==> src/sv/apr_pkg.sv <==
// Shared types, constants and saturating arithmetic of the affine point/rectangle mapper.
package apr_pkg;

    // Coordinate format: signed fixed point, COORD_WIDTH bits, FRAC_BITS fraction bits
    localparam int COORD_WIDTH = 32;
    localparam int FRAC_BITS   = 16;
    localparam int PROD_W      = 2 * COORD_WIDTH;

    // Configuration port geometry
    localparam int DATA_W    = (COORD_WIDTH > 32) ? 64 : 32;
    localparam int ADDR_LSB  = (COORD_WIDTH > 32) ? 3 : 2;
    localparam int REG_IDX_W = 3;
    localparam int ADDR_W    = ADDR_LSB + REG_IDX_W;

    // Register indexes
    localparam logic [REG_IDX_W-1:0] REG_XX = REG_IDX_W'(0);
    localparam logic [REG_IDX_W-1:0] REG_XY = REG_IDX_W'(1);
    localparam logic [REG_IDX_W-1:0] REG_XT = REG_IDX_W'(2);
    localparam logic [REG_IDX_W-1:0] REG_YX = REG_IDX_W'(3);
    localparam logic [REG_IDX_W-1:0] REG_YY = REG_IDX_W'(4);
    localparam logic [REG_IDX_W-1:0] REG_YT = REG_IDX_W'(5);

    // Operation codes
    localparam logic FUNC_POINT = 1'b0;
    localparam logic FUNC_RECT  = 1'b1;

    typedef logic signed [COORD_WIDTH-1:0] t_coord;
    typedef logic signed [PROD_W-1:0]      t_prod;

    localparam t_coord COORD_MAX = {1'b0, {(COORD_WIDTH-1){1'b1}}};
    localparam t_coord COORD_MIN = {1'b1, {(COORD_WIDTH-1){1'b0}}};
    localparam t_coord COORD_ONE = COORD_WIDTH'(64'sd1 <<< FRAC_BITS);

    typedef struct packed {
        logic   func;
        t_coord in_x;
        t_coord in_y;
        t_coord in_w;
        t_coord in_h;
    } t_in;

    typedef struct packed {
        t_coord out_x;
        t_coord out_y;
        t_coord out_w;
        t_coord out_h;
    } t_out;

    typedef struct packed {
        t_coord xx;
        t_coord xy;
        t_coord xt;
        t_coord yx;
        t_coord yy;
        t_coord yt;
    } t_coefs;

    // Exact signed product of two coordinates
    function automatic t_prod mul_exact(input t_coord a, input t_coord b);
        t_prod ea;
        t_prod eb;
        ea = a;
        eb = b;
        return ea * eb;
    endfunction

    // Shift a product down by the fraction bits (toward minus infinity) and saturate
    function automatic t_coord sat_prod(input t_prod p);
        t_prod                          s;
        logic [PROD_W-COORD_WIDTH:0]    top;
        s   = p >>> FRAC_BITS;
        top = s[PROD_W-1:COORD_WIDTH-1];
        if ((&top) || !(|top)) begin
            return s[COORD_WIDTH-1:0];
        end else if (top[PROD_W-COORD_WIDTH]) begin
            return COORD_MIN;
        end else begin
            return COORD_MAX;
        end
    endfunction

    // Sum three coordinates exactly and saturate once
    function automatic t_coord sat_sum3(input t_coord a, input t_coord b, input t_coord c);
        logic signed [COORD_WIDTH+1:0] ea;
        logic signed [COORD_WIDTH+1:0] eb;
        logic signed [COORD_WIDTH+1:0] ec;
        logic signed [COORD_WIDTH+1:0] s;
        ea = a;
        eb = b;
        ec = c;
        s  = ea + eb + ec;
        if ((&s[COORD_WIDTH+1:COORD_WIDTH-1]) || !(|s[COORD_WIDTH+1:COORD_WIDTH-1])) begin
            return s[COORD_WIDTH-1:0];
        end else if (s[COORD_WIDTH+1]) begin
            return COORD_MIN;
        end else begin
            return COORD_MAX;
        end
    endfunction

    // Sum two coordinates and saturate
    function automatic t_coord sat_sum2(input t_coord a, input t_coord b);
        logic signed [COORD_WIDTH:0] ea;
        logic signed [COORD_WIDTH:0] eb;
        logic signed [COORD_WIDTH:0] s;
        ea = a;
        eb = b;
        s  = ea + eb;
        if (s[COORD_WIDTH] == s[COORD_WIDTH-1]) begin
            return s[COORD_WIDTH-1:0];
        end else if (s[COORD_WIDTH]) begin
            return COORD_MIN;
        end else begin
            return COORD_MAX;
        end
    endfunction

    // Span from hi down to lo (hi >= lo), saturated to the largest positive value
    function automatic t_coord span(input t_coord hi, input t_coord lo);
        logic signed [COORD_WIDTH:0] ehi;
        logic signed [COORD_WIDTH:0] elo;
        logic signed [COORD_WIDTH:0] d;
        ehi = hi;
        elo = lo;
        d   = ehi - elo;
        if (d[COORD_WIDTH-1]) begin
            return COORD_MAX;
        end else begin
            return d[COORD_WIDTH-1:0];
        end
    endfunction

endpackage

==> src/sv/apr_bbox.sv <==
// Back pipeline: corner minimum/maximum, then box width and height into the result register.
module apr_bbox (
    input  logic            i_clk,
    input  logic            i_rst_n,
    input  logic            i_valid,
    input  logic            i_func,
    input  apr_pkg::t_coord i_cx [4],
    input  apr_pkg::t_coord i_cy [4],
    output logic            o_valid,
    output apr_pkg::t_out   o_result
);
    import apr_pkg::*;

    t_coord w_lox01, w_lox23, w_hix01, w_hix23;
    t_coord w_loy01, w_loy23, w_hiy01, w_hiy23;
    t_coord w_minx, w_maxx, w_miny, w_maxy;

    logic   r_v5;
    t_coord r_minx, r_maxx, r_miny, r_maxy;
    logic   r_done;
    t_out   r_out;

    // Two-level compare tree over the four corners
    always_comb begin
        w_lox01 = (i_cx[1] < i_cx[0]) ? i_cx[1] : i_cx[0];
        w_lox23 = (i_cx[3] < i_cx[2]) ? i_cx[3] : i_cx[2];
        w_hix01 = (i_cx[1] > i_cx[0]) ? i_cx[1] : i_cx[0];
        w_hix23 = (i_cx[3] > i_cx[2]) ? i_cx[3] : i_cx[2];
        w_loy01 = (i_cy[1] < i_cy[0]) ? i_cy[1] : i_cy[0];
        w_loy23 = (i_cy[3] < i_cy[2]) ? i_cy[3] : i_cy[2];
        w_hiy01 = (i_cy[1] > i_cy[0]) ? i_cy[1] : i_cy[0];
        w_hiy23 = (i_cy[3] > i_cy[2]) ? i_cy[3] : i_cy[2];
        w_minx  = (w_lox23 < w_lox01) ? w_lox23 : w_lox01;
        w_maxx  = (w_hix23 > w_hix01) ? w_hix23 : w_hix01;
        w_miny  = (w_loy23 < w_loy01) ? w_loy23 : w_loy01;
        w_maxy  = (w_hiy23 > w_hiy01) ? w_hiy23 : w_hiy01;
    end

    always_ff @(posedge i_clk) begin
        if (!i_rst_n) begin
            r_v5   <= 1'b0;
            r_done <= 1'b0;
        end else begin
            r_v5   <= i_valid;
            r_done <= r_v5;
        end
    end

    // Hold the box extent; a point collapses to its own mapped position
    always_ff @(posedge i_clk) begin
        if (i_func == FUNC_RECT) begin
            r_minx <= w_minx;
            r_maxx <= w_maxx;
            r_miny <= w_miny;
            r_maxy <= w_maxy;
        end else begin
            r_minx <= i_cx[0];
            r_maxx <= i_cx[0];
            r_miny <= i_cy[0];
            r_maxy <= i_cy[0];
        end
    end

    // Form the result item
    always_ff @(posedge i_clk) begin
        r_out.out_x <= r_minx;
        r_out.out_y <= r_miny;
        r_out.out_w <= span(r_maxx, r_minx);
        r_out.out_h <= span(r_maxy, r_miny);
    end

    assign o_valid  = r_done;
    assign o_result = r_out;

    a_ext_order: assert property (@(posedge i_clk) disable iff (!i_rst_n)
        r_v5 |-> ((r_minx <= r_maxx) && (r_miny <= r_maxy)))
        else $error("box minimum above maximum");

    a_size_pos: assert property (@(posedge i_clk) disable iff (!i_rst_n)
        r_done |-> (!r_out.out_w[COORD_WIDTH-1] && !r_out.out_h[COORD_WIDTH-1]))
        else $error("negative box size");

endmodule

==> config.mk <==
export PLATFORM = sky130hd
export DESIGN_NAME = apr_bbox
export DESIGN_NICKNAME = d
export VERILOG_FILES = /design/src/sv/apr_pkg.sv /design/src/sv/apr_bbox.sv
export SDC_FILE = /design/constraint.sdc
export NUM_CORES = 1
export LEC_CHECK = 0
export BUFFER_PORTS_ARGS = -buffer_cell sky130_fd_sc_hd__buf_2
export CAP_MARGIN = 20
export CORE_MARGIN = 10
export CORE_UTILIZATION = 45
export CTS_CLUSTER_DIAMETER = 150
export DETAILED_ROUTE_END_ITERATION = 10
export GPL_TIMING_DRIVEN = 0
export PLACE_DENSITY = 0.69
export SETUP_SLACK_MARGIN = 0.02
export SLEW_MARGIN = 20
export SYNTH_ARGS = -nofsm -noshare
export SYNTH_HDL_FRONTEND = slang
export SYNTH_SLANG_ARGS = --single-unit
==> constraint.sdc <==
create_clock -name i_clk -period 6.7 [get_ports i_clk]
set_input_delay 1.005 -clock i_clk [delete_from_list [all_inputs] [get_ports i_clk]]
set_output_delay 1.005 -clock i_clk [all_outputs]
set_load 0.005 [all_outputs]
* Yosys cells after proc, flatten, opt, wreduce, memory -nomap -nowiden *
Cells that the tools add are included.
W data, S select, Z words.

word-level totals
  register bits = 258
  logic and storage cells = 42
  output and inout bits = 129

operators by class
  magnitude comparators = 12
  add/subtract/negate cells = 2
  muxes and demuxes = 16

operator list
  operator          number
  $mux W32          16
  $gt A32 B32 Y1    6
  $lt A32 B32 Y1    6
  $sub A32 B32 Y32  2

* Logic depth before layout (Yosys ltp) *
  depth in word-level cells = 5
  gate-level depth with buffers = 26

* Worst setup path after synthesis *
Ideal clock, no wire load.

  path kind = input -> register
  from = input port i_cy[62] in the netlist's numbering
  to = register r_maxy[22]
  path slack = 423 ps
  library setup time = 122 ps
  path buffers = 2
  stages = 20
  arrival = 6155 ps
  data required time = 6578 ps
  cells stage by stage = inv_1 ha_1 nand4_1 or3_1 nand3b_1 or4_1 o21ai_1 clkbuf_1 mux2_2 ha_1 a21o_1 a21o_1 a21o_1 a21o_1 a221o_1 a211oi_1 mux2i_1 o21ai_1 clkbuf_1 a221o_1

on the way
  cells in the longest elaborated chain, start to end = 5

ends and longest elaborated chain
  element                 RTL line        source
  start: declaration      apr_bbox.sv:8   input apr_pkg::t_coord i_cy [4],
  $gt A32 B32 Y1          apr_bbox.sv:32  w_hiy23 = (i_cy[3] > i_cy[2]) ? i_cy[3] : i_cy[2];
  $mux W32 *              apr_bbox.sv:32
  $gt A32 B32 Y1          apr_bbox.sv:36  w_maxy = (w_hiy23 > w_hiy01) ? w_hiy23 : w_hiy01;
  $mux W32 *              apr_bbox.sv:36
  $mux W32 *              apr_bbox.sv:51  if (i_func == FUNC_RECT) begin
  end signal: assignment  apr_bbox.sv:55  r_maxy <= w_maxy;
  end signal: assignment  apr_bbox.sv:60  r_maxy <= i_cy[0];
  end: declaration        apr_bbox.sv:19  t_coord r_minx, r_maxx, r_miny, r_maxy;

Every way passes the cells marked *; elsewhere a longest branch is shown, timed or not.
A chain may end at the register's enable or synchronous reset.

* Final worst setup path *
  from = input port i_cy[110] in the netlist's numbering
  to = register r_maxy[20]

on the way
  cells in the longest elaborated chain, start to end = 5

ends and longest elaborated chain
  element         RTL line        source
  $gt A32 B32 Y1  apr_bbox.sv:31  w_hiy01 = (i_cy[1] > i_cy[0]) ? i_cy[1] : i_cy[0];
  $mux W32 *      apr_bbox.sv:31
  $gt A32 B32 Y1  apr_bbox.sv:36
  $mux W32 *      apr_bbox.sv:36
  $mux W32 *      apr_bbox.sv:51

Marked as above.

==> flow_summary.html <==
<table>
<tr><th>Metric</th><th>Value</th></tr>
<tr><th colspan="2">Status</th></tr>
<tr><td>Status</td><td>finished, final reports clean</td></tr>
<tr><th colspan="2">Synth</th></tr>
<tr><td>Compound-Gate Fraction of Synth Area</td><td>0.203</td></tr>
<tr><td>Flip-flop and latch count after synthesis</td><td>256</td></tr>
<tr><td>Simple-gate share of the synthesized area</td><td>0.157</td></tr>
<tr><td>Largest family of logic cells by synthesized area</td><td>compound AO/OA/AOI/OAI gates</td></tr>
<tr><td>Adder-cell area share of the yosys netlist</td><td>0.199</td></tr>
<tr><td>Synthesized instance count</td><td>2436</td></tr>
<tr><td>Number of enable-type register cells in the synthesized netlist</td><td>0</td></tr>
<tr><td>Combined area of all synthesized cells</td><td>20100 um2</td></tr>
<tr><td>Count of distinct cell types in the synthesized netlist</td><td>70</td></tr>
<tr><td>Syn avg cell area</td><td>8.25 um2</td></tr>
<tr><td>Most used flip-flop cell after synthesis</td><td>sky130_fd_sc_hd__dfxtp_1</td></tr>
<tr><td>Post-synthesis xor/xnor area fraction</td><td>0.0192</td></tr>
<tr><td>Sequential fraction of the synthesis area</td><td>0.255</td></tr>
<tr><td>Yosys warning total</td><td>0</td></tr>
<tr><td>FFs w/ async S/R, synth</td><td>0</td></tr>
<tr><td>Multiplexer fraction of the synthesized cell area</td><td>0.101</td></tr>
<tr><th colspan="2">GRT</th></tr>
<tr><td>Antenna violations before repair</td><td>14</td></tr>
<tr><td>Global Route Usage Sum</td><td>0.292</td></tr>
<tr><td>Global-route wire length before repair</td><td>121000 um</td></tr>
<tr><td>GRT overflow</td><td>0</td></tr>
<tr><td>Via count of the first global-routing pass</td><td>20400</td></tr>
<tr><td>Maximum number of pins on one net before global-route repair</td><td>14</td></tr>
<tr><th colspan="2">CTS</th></tr>
<tr><td>Source-to-sink clock delay at the later pin of the worst-skew pair</td><td>0.57 ns</td></tr>
<tr><td>CTS HTree Levels</td><td>1</td></tr>
<tr><td>Number of buffers created by CTS</td><td>29</td></tr>
<tr><td>Number of buffers between clock root and the deepest sink</td><td>3</td></tr>
<tr><td>CTS tree</td><td>built</td></tr>
<tr><td>CTS clock-pin slew for the worst setup and hold paths</td><td>0.06 ns</td></tr>
<tr><td>Clock sink total</td><td>256</td></tr>
<tr><td>Root buffer cell</td><td>sky130_fd_sc_hd__clkbuf_16</td></tr>
<tr><th colspan="2">Detailed routing</th></tr>
<tr><td>Number of nets with antenna violations after detailed routing</td><td>0</td></tr>
<tr><td>Number of violations reported at the end of detailed-routing iteration 0</td><td>2001</td></tr>
<tr><td>Final Routed Wirelength</td><td>82300 um</td></tr>
<tr><td>Detail-routed net length per standard cell</td><td>23.7 um</td></tr>
<tr><td>Via total after detailed routing</td><td>20700</td></tr>
<tr><td>TritonRoute pass-1 iters</td><td>6</td></tr>
<tr><td>Drt drc</td><td>0</td></tr>
<tr><td>Routed via count divided by cell count</td><td>5.95</td></tr>
<tr><th colspan="2">Timing</th></tr>
<tr><td>Post-route fraction of the period consumed by the critical path</td><td>0.995</td></tr>
<tr><td>Endpoints failing hold</td><td>0</td></tr>
<tr><td>Sum of negative setup slack</td><td>0 ns</td></tr>
<tr><td>Max frequency</td><td>0.150 GHz</td></tr>
<tr><td>Setup ws final</td><td>0.0305 ns</td></tr>
<tr><td>Layout Skew</td><td>0.0221 ns</td></tr>
<tr><td>Minimum clock period after layout</td><td>6.67 ns</td></tr>
<tr><td>Remaining max-slew budget at the tightest pin</td><td>0.198</td></tr>
<tr><td>Unrepaired setup endpoints after global routing</td><td>no</td></tr>
<tr><td>Transition time at the pin with the least slew margin</td><td>1.19 ns</td></tr>
<tr><td>Max Slew Vio Count</td><td>0</td></tr>
<tr><td>Setup violation total in the final timing report</td><td>0</td></tr>
<tr><th colspan="2">Power and ir drop</th></tr>
<tr><td>Overall power after layout</td><td>7.87 mW</td></tr>
<tr><td>Leak pwr</td><td>12.3 nW</td></tr>
<tr><td>IR Drop Worst-Case VDD</td><td>0.000223 V</td></tr>
<tr><td>Power per standard cell area</td><td>327 nW/um2</td></tr>
<tr><th colspan="2">Worst setup path</th></tr>
<tr><td>Required time reported for the critical path endpoint</td><td>7.19 ns</td></tr>
<tr><td>Worst Setup EP</td><td>r_maxy[20]$_DFF_P_</td></tr>
<tr><td>Critical R2R Capture</td><td>o_result[57]$_SDFF_PP1_</td></tr>
<tr><td>Worst reg-to-reg setup slack</td><td>1.18 ns</td></tr>
<tr><td>Type of the worst setup path</td><td>input pin to register</td></tr>
<tr><td>Element type at the critical path start</td><td>input pin</td></tr>
<tr><td>RR Startpoint</td><td>r_minx[6]$_DFF_P_</td></tr>
<tr><td>Type of element capturing the critical path</td><td>register</td></tr>
<tr><td>Startpoint of the worst setup timing path</td><td>i_cy[110]</td></tr>
<tr><td>Arrival time of the worst setup path</td><td>7.16 ns</td></tr>
<tr><td>CP Max Fanout</td><td>10</td></tr>
<tr><td>Worst reg-to-reg path cell count</td><td>13</td></tr>
<tr><th colspan="2">Layout</th></tr>
<tr><td>Fraction of layout cells with a size suffix above 1</td><td>0.190</td></tr>
<tr><td>Final instance count without filler cells</td><td>3476</td></tr>
<tr><td>Synthesis-to-finish area growth</td><td>19.7%</td></tr>
<tr><td>Nets</td><td>3435</td></tr>
<tr><td>Final core utilization</td><td>0.544</td></tr>
<tr><th colspan="2">Placed design</th></tr>
<tr><td>Cell Count Post-Placement</td><td>3415</td></tr>
<tr><td>Final HPWL DP</td><td>68200 um</td></tr>
<tr><td>Final RePlAce weighted congestion</td><td>1.01</td></tr>
<tr><td>Buffers on Ports</td><td>386</td></tr>
<tr><td>Post-place setup slack</td><td>-1.81 ns</td></tr>
<tr><th colspan="2">Flow run</th></tr>
<tr><td>Max cap viols</td><td>0</td></tr>
<tr><th colspan="2">Floorplanning</th></tr>
<tr><td>Initial Util</td><td>0.455</td></tr>
<tr><td>Core Region</td><td>44200 um2</td></tr>
<tr><td>Full die area</td><td>53500 um2</td></tr>
<tr><td>Y dimension of the die</td><td>231 um</td></tr>
<tr><td>Total I/O pin count</td><td>389</td></tr>
<tr><td>Width of the die</td><td>231 um</td></tr>
<tr><td>Number of rows created at floorplan</td><td>77</td></tr>
<tr><th colspan="2">Worst hold path</th></tr>
<tr><td>Hold Crit Class</td><td>register to register</td></tr>
</table>
[cell families after synthesis]
kind of cell	after synthesis
and+or+nand+nor	671
AOI/OAI and AO/OA	599
other	1
DFF	256
muxes	199
xor gates and xnor gates	44
buffers and inverters	348
adders and majority gates	318
[critical path, stage by stage]
cell and delay [ns]:
sky130_fd_sc_hd__buf_2 0.13, sky130_fd_sc_hd__inv_1 0.06, sky130_fd_sc_hd__ha_1 0.31, sky130_fd_sc_hd__nand4_1 0.24, sky130_fd_sc_hd__nor4_4 0.44, sky130_fd_sc_hd__a21boi_0 0.31, sky130_fd_sc_hd__o32ai_1 0.19, sky130_fd_sc_hd__a21o_1 0.19
sky130_fd_sc_hd__clkbuf_1 0.22, sky130_fd_sc_hd__o21bai_1 0.22, sky130_fd_sc_hd__clkbuf_2 0.21, sky130_fd_sc_hd__clkbuf_4 0.29, sky130_fd_sc_hd__mux2i_1 0.16, sky130_fd_sc_hd__ha_1 0.36, sky130_fd_sc_hd__nand4_1 0.26, sky130_fd_sc_hd__nor3_4 0.33
sky130_fd_sc_hd__and4_1 0.37, sky130_fd_sc_hd__nand3_1 0.13, sky130_fd_sc_hd__a211oi_2 0.25, sky130_fd_sc_hd__a211oi_2 0.11, sky130_fd_sc_hd__mux2i_2 0.20, sky130_fd_sc_hd__buf_4 0.17, sky130_fd_sc_hd__nor3_2 0.37, sky130_fd_sc_hd__buf_2 0.36
sky130_fd_sc_hd__a221o_1 0.25
[registers in the layout (all words and copies together), names as in the netlist]
| signal | flops |
|---|---|
| r_maxx | 32 |
| r_maxy | 32 |
| r_minx | 32 |
| o_result | 126 |
| r_v5 | 1 |
| o_valid | 1 |
| r_miny | 32 |
[where the power goes]
group / switching, mW / internal, mW
Sequential: 0.168 / 1.96
Combinational: 2.46 / 1.59
Clock: 0.665 / 1.03
Total: 3.29 / 4.59
[layer usage]
metal	vias up	wire, um	global-route usage	part of all wire
li1	9635	-	-	-
met1	9856	34300	0.371	0.42
met2	1005	37800	0.478	0.46
met3	177	6920	0.0525	0.084
met4	18	3200	0.118	0.039
met5	-	114	0	0.0014
[layout make-up]
type                    count  area, um2
clock buffers              36        792
fillers                  4189      20200
inverters                 249        935
multi-input cells        1833      13800
flip-flops and latches    256       5120
well taps                 592        741
plain buffers              98        464
diodes                      6       15.0
clock inverters            16        224
repair buffers            390       1960
[worst min-delay path by stage]
stage | from | to | cells past startpoint
6_report | r_minx[10]$_DFF_P_ | o_result[106]$_DFF_P_ | 0
5_1_grt | r_minx[10]$_DFF_P_ | o_result[106]$_DFF_P_ | 0
4_1_cts | r_minx[10]$_DFF_P_ | o_result[106]$_DFF_P_ | 0
3_5_place_dp | r_minx[10]$_DFF_P_ | o_result[106]$_DFF_P_ | 0
3_3_place_gp | r_minx[20]$_DFF_P_ | o_result[116]$_DFF_P_ | 0
2_1_floorplan | r_minx[4]$_DFF_P_ | o_result[100]$_DFF_P_ | 0
[stage by stage]
step	instance area, um2	hold WS, ns
detailed placement	22800	0.337
finish	24100	0.352
global route	24100	0.352
global placement	22800	0.336
CTS	24000	0.351
floorplan	20100	0.331
[cells in the mapped netlist (all sizes together), types with 4 or more instances]
master / instances / share of area
a211o: 4 / 0.0017
a21o: 81 / 0.030
a31oi: 4 / 0.0012
nor2b: 19 / 0.0059
nand2: 243 / 0.045
o21ai: 141 / 0.035
buf: 19 / 0.0047
a211oi: 16 / 0.0060
a21boi: 4 / 0.0015
a2111oi: 4 / 0.0017
a221oi: 6 / 0.0026
xnor2: 24 / 0.010
o32ai: 4 / 0.0017
dfxtp: 256 / 0.25
and2: 8 / 0.0025
clkbuf: 80 / 0.015
nand4: 44 / 0.014
o221ai: 33 / 0.014
or3: 5 / 0.0016
nor3: 54 / 0.013
or2: 4 / 0.0012
nor2: 162 / 0.030
a221o: 40 / 0.020
nand3b: 4 / 0.0015
a311o: 31 / 0.015
nand2b: 24 / 0.0075
nor3b: 5 / 0.0019
ha: 316 / 0.20
nor4: 9 / 0.0035
mux2: 35 / 0.020
and3: 39 / 0.012
mux2i: 164 / 0.082
o31ai: 8 / 0.0032
a31o: 4 / 0.0017
a21oi: 147 / 0.037
o21bai: 8 / 0.0030
o211ai: 13 / 0.0049
xor2: 20 / 0.0087
nand3: 31 / 0.0077
inv: 249 / 0.046
and4: 14 / 0.0061
o21a: 23 / 0.0086
o211a: 4 / 0.0024
[layout by cell type (no fill, tap or decap), drive strengths merged, types with 5 or more instances in the layout]
cell | netlist | layout
nor4 | 9 | 9
mux2 | 35 | 35
nand3 | 31 | 31
ha | 316 | 316
or3 | 5 | 5
buf | 19 | 411
a21oi | 147 | 147
nor3b | 5 | 5
nand2 | 243 | 243
o21a | 23 | 23
o31ai | 8 | 8
diode | 0 | 6
a221o | 40 | 40
xor2 | 20 | 20
o221ai | 33 | 33
clkinv | 0 | 7
nand2b | 24 | 24
o211ai | 13 | 13
clkbuf | 80 | 113
o21ai | 141 | 141
and3 | 39 | 39
and2 | 8 | 8
a211oi | 16 | 16
nor2 | 162 | 162
inv | 249 | 251
a21o | 81 | 81
bufinv | 0 | 5
mux2i | 164 | 164
nor2b | 19 | 19
xnor2 | 24 | 24
nor3 | 54 | 54
and4 | 14 | 14
nand4 | 44 | 44
o21bai | 8 | 8
dfxtp | 256 | 256
a221oi | 6 | 6
a311o | 31 | 31
[timing repair]
action | 4_1_cts | 5_1_grt
gates cloned | 0 | 0
endpoints found under the setup margin | 107 | 124
pin swaps | 1 | 1
hold buffers | 0 | 0
buffers inserted | 4 | 0
gates resized for setup | 39 | 51
Note: power is estimated with default switching activity, not from simulation.
