$ cat config.mk
export PLATFORM = sky130hd
export DESIGN_NAME = apr_regs
export DESIGN_NICKNAME = d
export VERILOG_FILES = /design/src/sv/apr_pkg.sv /design/src/sv/apr_regs.sv
export SDC_FILE = /design/constraint.sdc
export NUM_CORES = 1
export LEC_CHECK = 0
export ABC_AREA = 0
export BUFFER_PORTS_ARGS = -buffer_cell sky130_fd_sc_hd__buf_4
export CAP_MARGIN = 5
export CELL_PAD_IN_SITES_DETAIL_PLACEMENT = 0
export CELL_PAD_IN_SITES_GLOBAL_PLACEMENT = 1
export CORE_MARGIN = 5
export CORE_UTILIZATION = 41
export CTS_BUF_LIST = sky130_fd_sc_hd__clkbuf_8
export DETAILED_ROUTE_END_ITERATION = 7
export GPL_TIMING_DRIVEN = 0
export MAX_ROUTING_LAYER = met4
export PLACE_DENSITY = 0.94
export SLEW_MARGIN = 20
export SYNTH_ARGS = -nofsm -noshare
export SYNTH_HDL_FRONTEND = slang
export SYNTH_SLANG_ARGS = --single-unit
$ cat constraint.sdc
create_clock -name i_clk -period 3.05 [get_ports i_clk]
set_input_delay 0.61 -clock i_clk [delete_from_list [all_inputs] [get_ports i_clk]]
set_output_delay 0.61 -clock i_clk [all_outputs]
set_load 0.03 [all_outputs]
$ cat src/sv/apr_pkg.sv
// Shared types, constants and saturating arithmetic of the affine point/rectangle mapper.
package apr_pkg;

    // Coordinate format: signed fixed point, COORD_WIDTH bits, FRAC_BITS fraction bits
    localparam int COORD_WIDTH = 32;
    localparam int FRAC_BITS   = 16;
    localparam int PROD_W      = 2 * COORD_WIDTH;

    // Configuration port geometry
    localparam int DATA_W    = (COORD_WIDTH > 32) ? 64 : 32;
    localparam int ADDR_LSB  = (COORD_WIDTH > 32) ? 3 : 2;
    localparam int REG_IDX_W = 3;
    localparam int ADDR_W    = ADDR_LSB + REG_IDX_W;

    // Register indexes
    localparam logic [REG_IDX_W-1:0] REG_XX = REG_IDX_W'(0);
    localparam logic [REG_IDX_W-1:0] REG_XY = REG_IDX_W'(1);
    localparam logic [REG_IDX_W-1:0] REG_XT = REG_IDX_W'(2);
    localparam logic [REG_IDX_W-1:0] REG_YX = REG_IDX_W'(3);
    localparam logic [REG_IDX_W-1:0] REG_YY = REG_IDX_W'(4);
    localparam logic [REG_IDX_W-1:0] REG_YT = REG_IDX_W'(5);

    // Operation codes
    localparam logic FUNC_POINT = 1'b0;
    localparam logic FUNC_RECT  = 1'b1;

    typedef logic signed [COORD_WIDTH-1:0] t_coord;
    typedef logic signed [PROD_W-1:0]      t_prod;

    localparam t_coord COORD_MAX = {1'b0, {(COORD_WIDTH-1){1'b1}}};
    localparam t_coord COORD_MIN = {1'b1, {(COORD_WIDTH-1){1'b0}}};
    localparam t_coord COORD_ONE = COORD_WIDTH'(64'sd1 <<< FRAC_BITS);

    typedef struct packed {
        logic   func;
        t_coord in_x;
        t_coord in_y;
        t_coord in_w;
        t_coord in_h;
    } t_in;

    typedef struct packed {
        t_coord out_x;
        t_coord out_y;
        t_coord out_w;
        t_coord out_h;
    } t_out;

    typedef struct packed {
        t_coord xx;
        t_coord xy;
        t_coord xt;
        t_coord yx;
        t_coord yy;
        t_coord yt;
    } t_coefs;

    // Exact signed product of two coordinates
    function automatic t_prod mul_exact(input t_coord a, input t_coord b);
        t_prod ea;
        t_prod eb;
        ea = a;
        eb = b;
        return ea * eb;
    endfunction

    // Shift a product down by the fraction bits (toward minus infinity) and saturate
    function automatic t_coord sat_prod(input t_prod p);
        t_prod                          s;
        logic [PROD_W-COORD_WIDTH:0]    top;
        s   = p >>> FRAC_BITS;
        top = s[PROD_W-1:COORD_WIDTH-1];
        if ((&top) || !(|top)) begin
            return s[COORD_WIDTH-1:0];
        end else if (top[PROD_W-COORD_WIDTH]) begin
            return COORD_MIN;
        end else begin
            return COORD_MAX;
        end
    endfunction

    // Sum three coordinates exactly and saturate once
    function automatic t_coord sat_sum3(input t_coord a, input t_coord b, input t_coord c);
        logic signed [COORD_WIDTH+1:0] ea;
        logic signed [COORD_WIDTH+1:0] eb;
        logic signed [COORD_WIDTH+1:0] ec;
        logic signed [COORD_WIDTH+1:0] s;
        ea = a;
        eb = b;
        ec = c;
        s  = ea + eb + ec;
        if ((&s[COORD_WIDTH+1:COORD_WIDTH-1]) || !(|s[COORD_WIDTH+1:COORD_WIDTH-1])) begin
            return s[COORD_WIDTH-1:0];
        end else if (s[COORD_WIDTH+1]) begin
            return COORD_MIN;
        end else begin
            return COORD_MAX;
        end
    endfunction

    // Sum two coordinates and saturate
    function automatic t_coord sat_sum2(input t_coord a, input t_coord b);
        logic signed [COORD_WIDTH:0] ea;
        logic signed [COORD_WIDTH:0] eb;
        logic signed [COORD_WIDTH:0] s;
        ea = a;
        eb = b;
        s  = ea + eb;
        if (s[COORD_WIDTH] == s[COORD_WIDTH-1]) begin
            return s[COORD_WIDTH-1:0];
        end else if (s[COORD_WIDTH]) begin
            return COORD_MIN;
        end else begin
            return COORD_MAX;
        end
    endfunction

    // Span from hi down to lo (hi >= lo), saturated to the largest positive value
    function automatic t_coord span(input t_coord hi, input t_coord lo);
        logic signed [COORD_WIDTH:0] ehi;
        logic signed [COORD_WIDTH:0] elo;
        logic signed [COORD_WIDTH:0] d;
        ehi = hi;
        elo = lo;
        d   = ehi - elo;
        if (d[COORD_WIDTH-1]) begin
            return COORD_MAX;
        end else begin
            return d[COORD_WIDTH-1:0];
        end
    endfunction

endpackage

$ cat src/sv/apr_regs.sv
// Coefficient register file behind the APB-style configuration port.
module apr_regs (
    input  logic                         i_clk,
    input  logic                         i_rst_n,
    input  logic                         psel,
    input  logic                         penable,
    input  logic                         pwrite,
    input  logic [apr_pkg::ADDR_W-1:0]   paddr,
    input  logic [apr_pkg::DATA_W-1:0]   pwdata,
    output logic [apr_pkg::DATA_W-1:0]   prdata,
    output logic                         pready,
    output apr_pkg::t_coefs              o_coefs
);
    import apr_pkg::*;

    t_coefs                 r_coefs;
    logic                   w_wr;
    logic [REG_IDX_W-1:0]   w_idx;
    t_coord                 w_val;

    assign pready  = 1'b1;
    assign w_wr    = psel && penable && pwrite && pready;
    assign w_idx   = paddr[ADDR_W-1:ADDR_LSB];
    assign w_val   = pwdata[COORD_WIDTH-1:0];
    assign o_coefs = r_coefs;

    // Write one coefficient; indexes past the last register are dropped
    always_ff @(posedge i_clk) begin
        if (!i_rst_n) begin
            r_coefs.xx <= COORD_ONE;
            r_coefs.xy <= '0;
            r_coefs.xt <= '0;
            r_coefs.yx <= '0;
            r_coefs.yy <= COORD_ONE;
            r_coefs.yt <= '0;
        end else if (w_wr) begin
            case (w_idx)
                REG_XX:  r_coefs.xx <= w_val;
                REG_XY:  r_coefs.xy <= w_val;
                REG_XT:  r_coefs.xt <= w_val;
                REG_YX:  r_coefs.yx <= w_val;
                REG_YY:  r_coefs.yy <= w_val;
                REG_YT:  r_coefs.yt <= w_val;
                default: ;
            endcase
        end
    end

    // Read back, sign-extended to the bus width
    always_comb begin
        case (w_idx)
            REG_XX:  prdata = DATA_W'(r_coefs.xx);
            REG_XY:  prdata = DATA_W'(r_coefs.xy);
            REG_XT:  prdata = DATA_W'(r_coefs.xt);
            REG_YX:  prdata = DATA_W'(r_coefs.yx);
            REG_YY:  prdata = DATA_W'(r_coefs.yy);
            REG_YT:  prdata = DATA_W'(r_coefs.yt);
            default: prdata = '0;
        endcase
    end

    a_wr_xx: assert property (@(posedge i_clk) disable iff (!i_rst_n)
        (w_wr && (w_idx == REG_XX)) |=> (r_coefs.xx == $past(w_val)))
        else $error("coef_xx write lost");

endmodule

* Yosys cells after proc, flatten, opt, wreduce, memory -nomap -nowiden
Cells that the tools add are included.
Cells by class: mux-type cells 1, equality and inequality tests 5, reductions and logical operators 9
Operators by type and width (count):
- $pmux W32 S6 | 1
- $reduce_and A2 Y1 | 6
- $eq A3 B2 Y1 const B | 2
- $eq A3 B3 Y1 const B | 2
- $eq A3 B1 Y1 const B | 1
- $logic_not A3 Y1 | 1
- $logic_and A1 B1 Y1 | 2
Word-level totals: flip-flop bits (word level) 192, output and inout bits 225, logic and storage cells 21, input bits 42

* Longest topological paths before layout
Gate-level depths: netlist (run 1).
depth in word-level cells 3, depth in mapped cells 5, gate-level depth less buffers 3

* Least setup slack after synthesis (run 1)
OpenSTA, ideal clock, no wires.
kind input port to output port, from input paddr[2] in the netlist's numbering, to output prdata[16] in the netlist's numbering, data required time 2.440 ns, cell stages on the path 5, slack 0.366 ns, arrival 2.074 ns, path buffers 2, cells stage by stage buf_2 -> buf_2 -> nor2_1 -> a22oi_1 -> o21ai_0
On the way: cells in the longest elaborated chain, start to end 2, elaborated cells on any way between the ends 7, classes of those cells eq/ne (5); mux (1); reduce/logical (1)
Ends and longest elaborated chain:
- start, declared | line apr_regs.sv:8 | input logic [apr_pkg::ADDR_W-1:0] paddr,
- $eq A3 B3 Y1 (tied with other cells) | line apr_regs.sv:51 | case (w_idx)
- $pmux W32 S6 (*) | line apr_regs.sv:51
- end, declared | line apr_regs.sv:10 | output logic [apr_pkg::DATA_W-1:0] prdata,
Every way passes the cells marked *; elsewhere a longest branch is shown, timed or not.

* Worst setup path after layout (run 1)
from input paddr[3] in the netlist's numbering, to output prdata[0] in the netlist's numbering
Same word-level chain as after synthesis.

==> results by group, run 1 <==
Status
  – Status: finished, final reports clean

Die
  – Die area: 23,800 µm²
  – Die Ht: roughly 150 µm
  – Initial core utilization: 0.420
  – Die Span X: 154 µm
  – Core area: around 20,000 µm²
  – Placement row count: between 50 and 60
  – # IOs: about 270

Global route
  – Largest net degree at the start of global routing: 18
  – First-pass GRT wire length: 48.2 mm
  – Number of global-route vias before repair: around 7,600
  – Initial antenna violation count: 1
  – GRT Residual Overflow: 0
  – GRT Util Overall: 0.275

Clock network
  – Clock sink total: between 150 and 200
  – Clock-pin transition on the worst setup and hold timing paths: roughly 90 ps
  – Max Buffers Root-to-Sink: 2
  – # H-tree levels: 4
  – Cts hold-fix bufs: 0
  – Worst-skew pair later-pin latency: approximately 460 ps
  – Postcts setup bufs: 0
  – CTS buffer count: 17
  – Root Buffer: clkbuf_8
  – CTS tree: done
  – CTS resizes: 2

Routing
  – DRC: 0
  – ANT nets after route: 0
  – Iter 0 DRT Violations: 528
  – Final WL: approximately 33 mm
  – Vias: between 7,000 and 8,000
  – WL/cell: about 23 µm
  – DRT Pass-1 Iters: 5
  – Vias per cell: around 5.5

Power and ir drop
  – Switch share: 0.270
  – Sequential Power Share: 0.524
  – Clk network pwr share: 0.381
  – Internal Power: approximately 0.0035 W
  – Maximum vdd drop: about 0.00028 V
  – PwrDens: between 400 and 500 nW/µm²
  – Leakage: ~4.5 nW
  – Switching power: roughly 0.0013 W
  – Share of power burned in combinational logic: 0.095

Place
  – Area after DPL: approximately 11,000 µm²
  – Port Buf Inserts: ~260
  – GPL Wtd Cong: roughly 0.86
  – Dpl ws: -166 ps
  – Post-DP HPWL: 22.9 mm

Setup path
  – Arrival @ worst endpoint: approximately 2400 ps
  – Worst endpoint required time: 2440 ps
  – Critical path class: in2out
  – Setup crit end kind: output port
  – Crit-path max FO: 10
  – Startpoint Class: primary input

STA
  – Final setup margin: 86.0 ps
  – Fin. Hold Viols: 0
  – Period utilization: 0.972
  – Post-layout min period: a little under 3000 ps
  – Final setup violation count: 0
  – Unrepaired setup endpoints after global routing: false
  – Least-Margin Pin Slew: approximately 1100 ps
  – Fmax: around 340 MHz
  – Slew margin rel.: 0.298
  – Setup Skew: 0 ps
  – Slew Limit Fails: 0

Cells and area
  – Fraction of layout cells with a size suffix above 1: 0.328
  – Fin nets: approximately 1,200
  – Cell area after layout: 11,300 µm²
  – Max reg flops: approximately 190
  – Layout area overhead: 32.2%
  – Final core utilization: 0.555

Synth
  – Ys flop type: dfxtp_1
  – Synth Register Bits: 192
  – Seq/Total Area, Yosys: 0.450
  – Post-synthesis cell count: ~860
  – Post-synth EDFFs: 0
  – Syn_area_per_cell: between 9 and 10 µm²
  – Ys Warns: 0
  – Distinct cells, synth: 28
  – Post-Syn Area: roughly 8500 µm²
  – Post-Syn Nets: 900
  – FFs w/ async S/R, synth: 0

Hold path
  – Hold Path Class: in2reg

Run
  – Max-cap viol count: 0
[layout by cell type (no fill, tap or decap), types with 10 or more instances in the layout]
cell type  synthesis  routed
mux2i_1          232     232
clkbuf_1          25      24
o21ai_0           18      18
a221o_1           10      10
inv_1             11      11
dfxtp_1          192     192
clkbuf_8           0      19
o32ai_1           10      10
mux2_2            34      34
o22a_1            10      10
buf_4             16     278
nand2_1          222     222
buf_2             18      18
a22oi_1           12      12
[power by group through the flow]
stage | registers, W | logic, W | clock network [W]
after floorplan | 0.00263 | 0.000211 | 0
after global placement | 0.00260 | 0.000452 | 0
after detailed placement | 0.00260 | 0.000455 | 0
after CTS | 0.00254 | 0.000456 | 0.00186
after global routing | 0.00254 | 0.000480 | 0.00195
final | 0.00254 | 0.000461 | 0.00184
[per-stage QoR]
stage | total power [W] | hold slack, ps | std cells | TNS (ps)
floorplan | 0.00284 | 590 | 858 | 0
global placement | 0.00305 | 456 | 1390 | -378
detailed placement | 0.00305 | 460 | 1390 | -451
CTS | 0.00486 | 402 | 1422 | 0
global route | 0.00498 | 421 | 1423 | 0
finish | 0.00485 | 434 | 1424 | 0
[Yosys cell counts, types with 8 or more instances]
| cell type | number | share of area |
|---|---|---|
| o32ai_1 | 10 | 0.010 |
| o21ai_0 | 18 | 0.011 |
| clkbuf_1 | 25 | 0.011 |
| o22a_1 | 10 | 0.010 |
| a32oi_1 | 8 | 0.0082 |
| buf_2 | 18 | 0.011 |
| dfxtp_1 | 192 | 0.45 |
| mux2_2 | 34 | 0.045 |
| a221o_1 | 10 | 0.012 |
| inv_1 | 11 | 0.0048 |
| mux2i_1 | 232 | 0.27 |
| a22oi_1 | 12 | 0.011 |
| buf_4 | 16 | 0.014 |
| nand2_1 | 222 | 0.098 |
[critical path, cell delays in order]
cell and delay (ps):
buf_4 100, buf_2 280, buf_2 380, nor2b_2 400
a32oi_1 160, o21ai_0 190, buf_4 230
[layout make-up]
type,instances,area [µm²]
clock inverters,13,171
clock buffers,19,262
well taps,270,338
inverters,11,41.3
plain buffers,68,384
diodes,2,5.00
repair buffers,262,1970
flip-flops and latches,192,3840
fillers,1866,9070
multi-input cells,587,4280
[kinds of logic after synthesis]
| kind of cell | share of synthesized area |
|---|---|
| multiplexers | 0.317 |
| AND/OR/NAND/NOR | 0.116 |
| flip-flops | 0.450 |
| buffers and inverters | 0.0496 |
| AO/OA/AOI/OAI | 0.0679 |
| other | 0.000439 |
[worst paths after layout]
check / from / endpoint / slack (ps) / cells after the start
min: pwdata[16] / o_coefs[48] / 430 / 3
max: paddr[3] / prdata[0] / 90 / 7
min reg2reg: o_coefs[53] / o_coefs[53] / 480 / 2
max reg2reg: o_coefs[135] / o_coefs[135] / 2340 / 2
[layer usage]
metal	global-route usage	up-vias	wire (µm)
met4	0.0799	0	837
met3	0.0506	55	2410
met1	0.362	3802	14300
met2	0.436	354	15400
li1	-	3550	-
met5	-	-	0
Note: power is estimated with default switching activity, not from simulation.
==> run 2: changes to the inputs <==
Settings changed: CTS_BUF_LIST sky130_fd_sc_hd__clkbuf_8 to sky130_fd_sc_hd__clkbuf_2, SETUP_SLACK_MARGIN from default to 0.2.
==> results by group, run 2 (same netlist as run 1, synthesis figures left out) <==
Power and ir drop
  – Sequential Power Share: 0.578
  – Switching power: 0.00127 W
  – Switch share: 0.287
  – Share of power burned in combinational logic: 0.105
  – Internal Power: approximately 0.0032 W
  – PwrDens: 397 nW/µm²
  – Maximum vdd drop: approximately 0.00026 V
  – Leakage: 4.50 nW
  – Total power: 0.00442 W
  – Clk network pwr share: 0.318

Run
  – Max-cap viol count: 0

Clock network
  – Root Buffer: clkbuf_2
  – Clock sink total: about 190
  – Postcts setup bufs: 0
  – Max Buffers Root-to-Sink: 2
  – CTS buffer count: 17
  – Cts hold-fix bufs: 0
  – # H-tree levels: 4
  – Worst-skew pair later-pin latency: ~740 ps
  – CTS resizes: 8
  – CTS tree: done
  – Clock-pin transition on the worst setup and hold timing paths: 240 ps

Setup path
  – Reg2Reg Depth: 2
  – Reg-to-reg endpoint: o_coefs[135]
  – Critical path class: in2out
  – Setup crit end kind: output port
  – Crit-path max FO: 10
  – Crit path from: paddr[3]
  – Arrival @ worst endpoint: around 2200 ps
  – Worst endpoint required time: 2440 ps
  – R2R Setup Slk: ~2300 ps
  – Worst Setup EP: prdata[0]
  – Startpoint Class: primary input
  – Reg2reg start: o_coefs[135]

Die
  – Die area: 23,800 µm²
  – Die Ht: 154 µm
  – Core area: 20,400 µm²
  – Initial core utilization: 0.420
  – Placement row count: 52
  – # IOs: ~270
  – Die Span X: 154 µm

Cells and area
  – Most frequent cells in the layout: 279 x buf_4, 232 x mux2i_1, 222 x nand2_1
  – Fraction of layout cells with a size suffix above 1: 0.331
  – Layout area overhead: 30.5%
  – Fin nets: 1,181
  – Register area: around 3800 µm²
  – Cell area after layout: ~11,000 µm²
  – Most common cell after layout, fill and taps aside: buf_4
  – # fillers: between 1,500 and 2,000
  – Final Instance Count excl. Fillers: roughly 1,400
  – Max reg flops: between 150 and 200
  – Final core utilization: 0.548
  – Area occupied by multi-input gates: between 4000 and 5000 µm²

Status
  – Status: finished, final reports clean

STA
  – Slew Limit Fails: 0
  – Fin. Hold Viols: 0
  – Post-layout min period: 2830 ps
  – Period utilization: 0.929
  – Final setup violation count: 0
  – Setup Skew: 0 ps
  – Slew margin rel.: 0.331
  – Fmax: between 300 and 400 MHz
  – Unrepaired setup endpoints after global routing: false
  – Least-Margin Pin Slew: roughly 1000 ps
  – Setup tns final: 0 ps

Routing
  – ANT nets after route: 0
  – Final WL: ~33 mm
  – WL/cell: ~23 µm
  – DRT Pass-1 Iters: 5
  – Vias: around 7,700
  – DRC: 0
  – Iter 0 DRT Violations: 540
  – Vias per cell: roughly 5.4

Place
  – Port Buf Inserts: approximately 260
  – Area after DPL: roughly 11,000 µm²
  – GPL Wtd Cong: roughly 0.86
  – Post-DP HPWL: approximately 23 mm
  – Placed cells: between 1,000 and 1,500

Hold path
  – Hold path depth: 3
  – Hold Path Class: in2reg

Global route
  – GRT Util Overall: 0.274
  – Initial antenna violation count: 2
  – Number of global-route vias before repair: between 7,000 and 8,000
  – First-pass GRT wire length: approximately 48 mm
  – Largest net degree at the start of global routing: 18
  – GRT Residual Overflow: 0
==> run 2: layer usage <==
layer,GRT usage,routed length [µm]
met4,0.0681,728
met5,-,0
met3,0.0509,2390
met1,0.362,14400
met2,0.438,15300
==> run 2: how the worst min path moves through the flow <==
stage | start | to | slack, ps
after global placement | o_coefs[86] | o_coefs[86] | 460
after floorplan | o_coefs[101] | o_coefs[101] | 590
after CTS | pwdata[16] | o_coefs[48] | 80
after detailed placement | o_coefs[108] | o_coefs[108] | 460
after global routing | pwdata[16] | o_coefs[176] | 80
final | pwdata[16] | o_coefs[48] | 130
==> run 2: layout make-up <==
class	count	area share
plain buffers	68	0.0358
repair buffers	262	0.176
diodes	3	0.000673
inverters	11	0.00370
clock inverters	15	0.0160
well taps	270	0.0303
clock buffers	17	0.00763
flip-flops and latches	192	0.345
multi-input cells	587	0.385
==> run 2: power groups by stage <==
| stage | Clock [W] | Sequential (W) | Combinational (W) |
|---|---|---|---|
| 2_1_floorplan | 0 | 0.00263 | 0.000211 |
| 3_3_place_gp | 0 | 0.00260 | 0.000452 |
| 3_5_place_dp | 0 | 0.00260 | 0.000455 |
| 4_1_cts | 0.00142 | 0.00255 | 0.000459 |
| 5_1_grt | 0.00151 | 0.00256 | 0.000483 |
| 6_report | 0.00140 | 0.00255 | 0.000464 |
==> run 2: worst max-delay path, stage by stage <==
cell     delay, ps
buf_4          100
buf_2          280
buf_4          300
mux2_2         370
a32oi_1        160
o21ai_0        180
buf_4          220
==> run 2: per-stage QoR <==
stage	setup WS (ps)	hold WS [ps]
floorplan	366	590
global placement	-158	456
detailed placement	-166	460
CTS	200	76.7
global route	206	80.0
finish	216	128
==> run 3: changes to the inputs <==
Settings changed: CAP_MARGIN 5 to 25, CTS_BUF_LIST sky130_fd_sc_hd__clkbuf_2 to default.
==> results by group, run 3 (same netlist as run 1, synthesis figures left out) <==
Status
  – Status: finished, final reports clean

STA
  – Setup tns final: 0 ps
  – Final setup margin: around 220 ps
  – Period utilization: 0.929
  – Unrepaired setup endpoints after global routing: true
  – Slew Limit Fails: 0
  – Fin. Hold Viols: 0
  – Fmax: around 350 MHz
  – Least-Margin Pin Slew: roughly 1000 ps
  – Slew margin rel.: 0.337
  – Post-layout min period: between 2000 and 3000 ps
  – Hold WS: 471 ps
  – Final setup violation count: 0
  – Setup Skew: 0 ps

Routing
  – Vias per cell: approximately 5.4
  – DR top layer: met4
  – Met3 WL: roughly 2.2 mm
  – WL/cell: 23.1 µm
  – WL met2: 15.5 mm
  – Final WL: about 33 mm
  – Metal-1 WL: 14.5 mm
  – DRT Pass-1 Iters: 5
  – ANT nets after route: 0
  – Iter 0 DRT Violations: ~580
  – Vias: around 7,700
  – DRC: 0

Power and ir drop
  – Leakage: around 4.6 nW
  – PwrDens: between 400 and 500 nW/µm²
  – Share of power burned in combinational logic: 0.086
  – Maximum vdd drop: around 0.00036 V
  – Switching power: ~0.0014 W
  – Clk network pwr share: 0.444
  – Sequential Power Share: 0.470
  – Switch share: 0.256
  – Internal Power: between 0.004 and 0.005 W

Cells and area
  – Most frequent cells in the layout: 278 x buf_4, 232 x mux2i_1, 222 x nand2_1
  – Layout area overhead: 34.8%
  – Most common cell after layout, fill and taps aside: buf_4
  – Fraction of layout cells with a size suffix above 1: 0.332
  – Fin nets: 1,181
  – # fillers: ~1,800
  – Max reg flops: ~190

Clock network
  – Worst-skew pair later-pin latency: 420 ps
  – Max Buffers Root-to-Sink: 2
  – Clock-pin transition on the worst setup and hold timing paths: 70 ps
  – Clock sink total: ~190
  – CTS buffer count: 17
  – Root Buffer: clkbuf_16
  – CTS resizes: 8
  – # H-tree levels: 4
  – Postcts setup bufs: 0
  – Cts hold-fix bufs: 0
  – CTS tree: done

Setup path
  – R2R Setup Slk: ~2300 ps
  – Crit path from: paddr[4]
  – Startpoint Class: primary input
  – Crit-path max FO: 12
  – Reg-to-reg endpoint: o_coefs[117]
  – Worst Setup EP: prdata[21]
  – Critical path class: in2out
  – Setup crit end kind: output port
  – Arrival @ worst endpoint: roughly 2200 ps
  – Reg2Reg Depth: 2
  – Worst endpoint required time: between 2000 and 2500 ps
  – Reg2reg start: o_coefs[117]

Place
  – Post-DP HPWL: 22.9 mm
  – GPL Wtd Cong: 0.857
  – Dpl ws: -166 ps
  – Port Buf Inserts: 262

Global route
  – GRT Residual Overflow: 0
  – Number of global-route vias before repair: ~7,700
  – First-pass GRT wire length: approximately 48 mm
  – Largest net degree at the start of global routing: 18
  – GRT Util Overall: 0.276
  – Initial antenna violation count: 1

Die
  – Die Ht: between 150 and 200 µm
  – Initial core utilization: 0.420
  – Die Span X: ~150 µm
  – Placement row count: between 50 and 60
  – # IOs: 267
  – Die area: approximately 24,000 µm²
  – Core area: between 20,000 and 25,000 µm²

Run
  – Max-cap viol count: 0

Hold path
  – Hold Path Class: in2reg
## run 3: cell count changes in the layout (fill, tap and decap cells not counted), sizes merged
cell / previous run / this run
clkinv: 5 / 3
clkbuf: 46 / 48
## run 3: metal layers
layer,vias up,track usage
met5,-,-
met1,3735,0.361
met3,48,0.0489
met2,326,0.442
li1,3547,-
met4,0,0.0728
## run 3: how the worst min path moves through the flow
stage / cells after the start / end / from
2_1_floorplan: 2 / o_coefs[101] / o_coefs[101]
3_3_place_gp: 2 / o_coefs[86] / o_coefs[86]
3_5_place_dp: 2 / o_coefs[108] / o_coefs[108]
4_1_cts: 3 / o_coefs[48] / pwdata[16]
5_1_grt: 3 / o_coefs[176] / pwdata[16]
6_report: 3 / o_coefs[176] / pwdata[16]
## run 3: critical path, cell delays in order
cell,delay (ps)
buf_4,120
nand2b_1,170
clkbuf_1,760
o21ai_0,310
buf_4,250
## run 3: power by group through the flow
stage / clock network (W) / logic (W) / registers (W)
after floorplan: 0 / 0.000211 / 0.00263
after global placement: 0 / 0.000452 / 0.00260
after detailed placement: 0 / 0.000455 / 0.00260
after CTS: 0.00241 / 0.000459 / 0.00254
after global routing: 0.00250 / 0.000484 / 0.00254
final: 0.00240 / 0.000464 / 0.00254
## run 3: area by class of cell
class | instances | area [µm²] | area share
flip-flops and latches | 192 | 3840 | 0.334
well taps | 270 | 338 | 0.0293
plain buffers | 68 | 403 | 0.0350
clock buffers | 19 | 453 | 0.0393
multi-input cells | 587 | 4290 | 0.373
inverters | 11 | 41.3 | 0.00359
repair buffers | 262 | 1970 | 0.171
diodes | 3 | 7.51 | 0.000652
clock inverters | 13 | 171 | 0.0149
## run 3: stage by stage
stage	power, W	area [µm²]	utilization	std cells
global route	0.00552	11500	0.565	1423
finish	0.00540	11500	0.566	1425
detailed placement	0.00305	10800	0.533	1390
CTS	0.00540	11500	0.564	1422
global placement	0.00305	10800	0.533	1390
floorplan	0.00284	8540	-	858
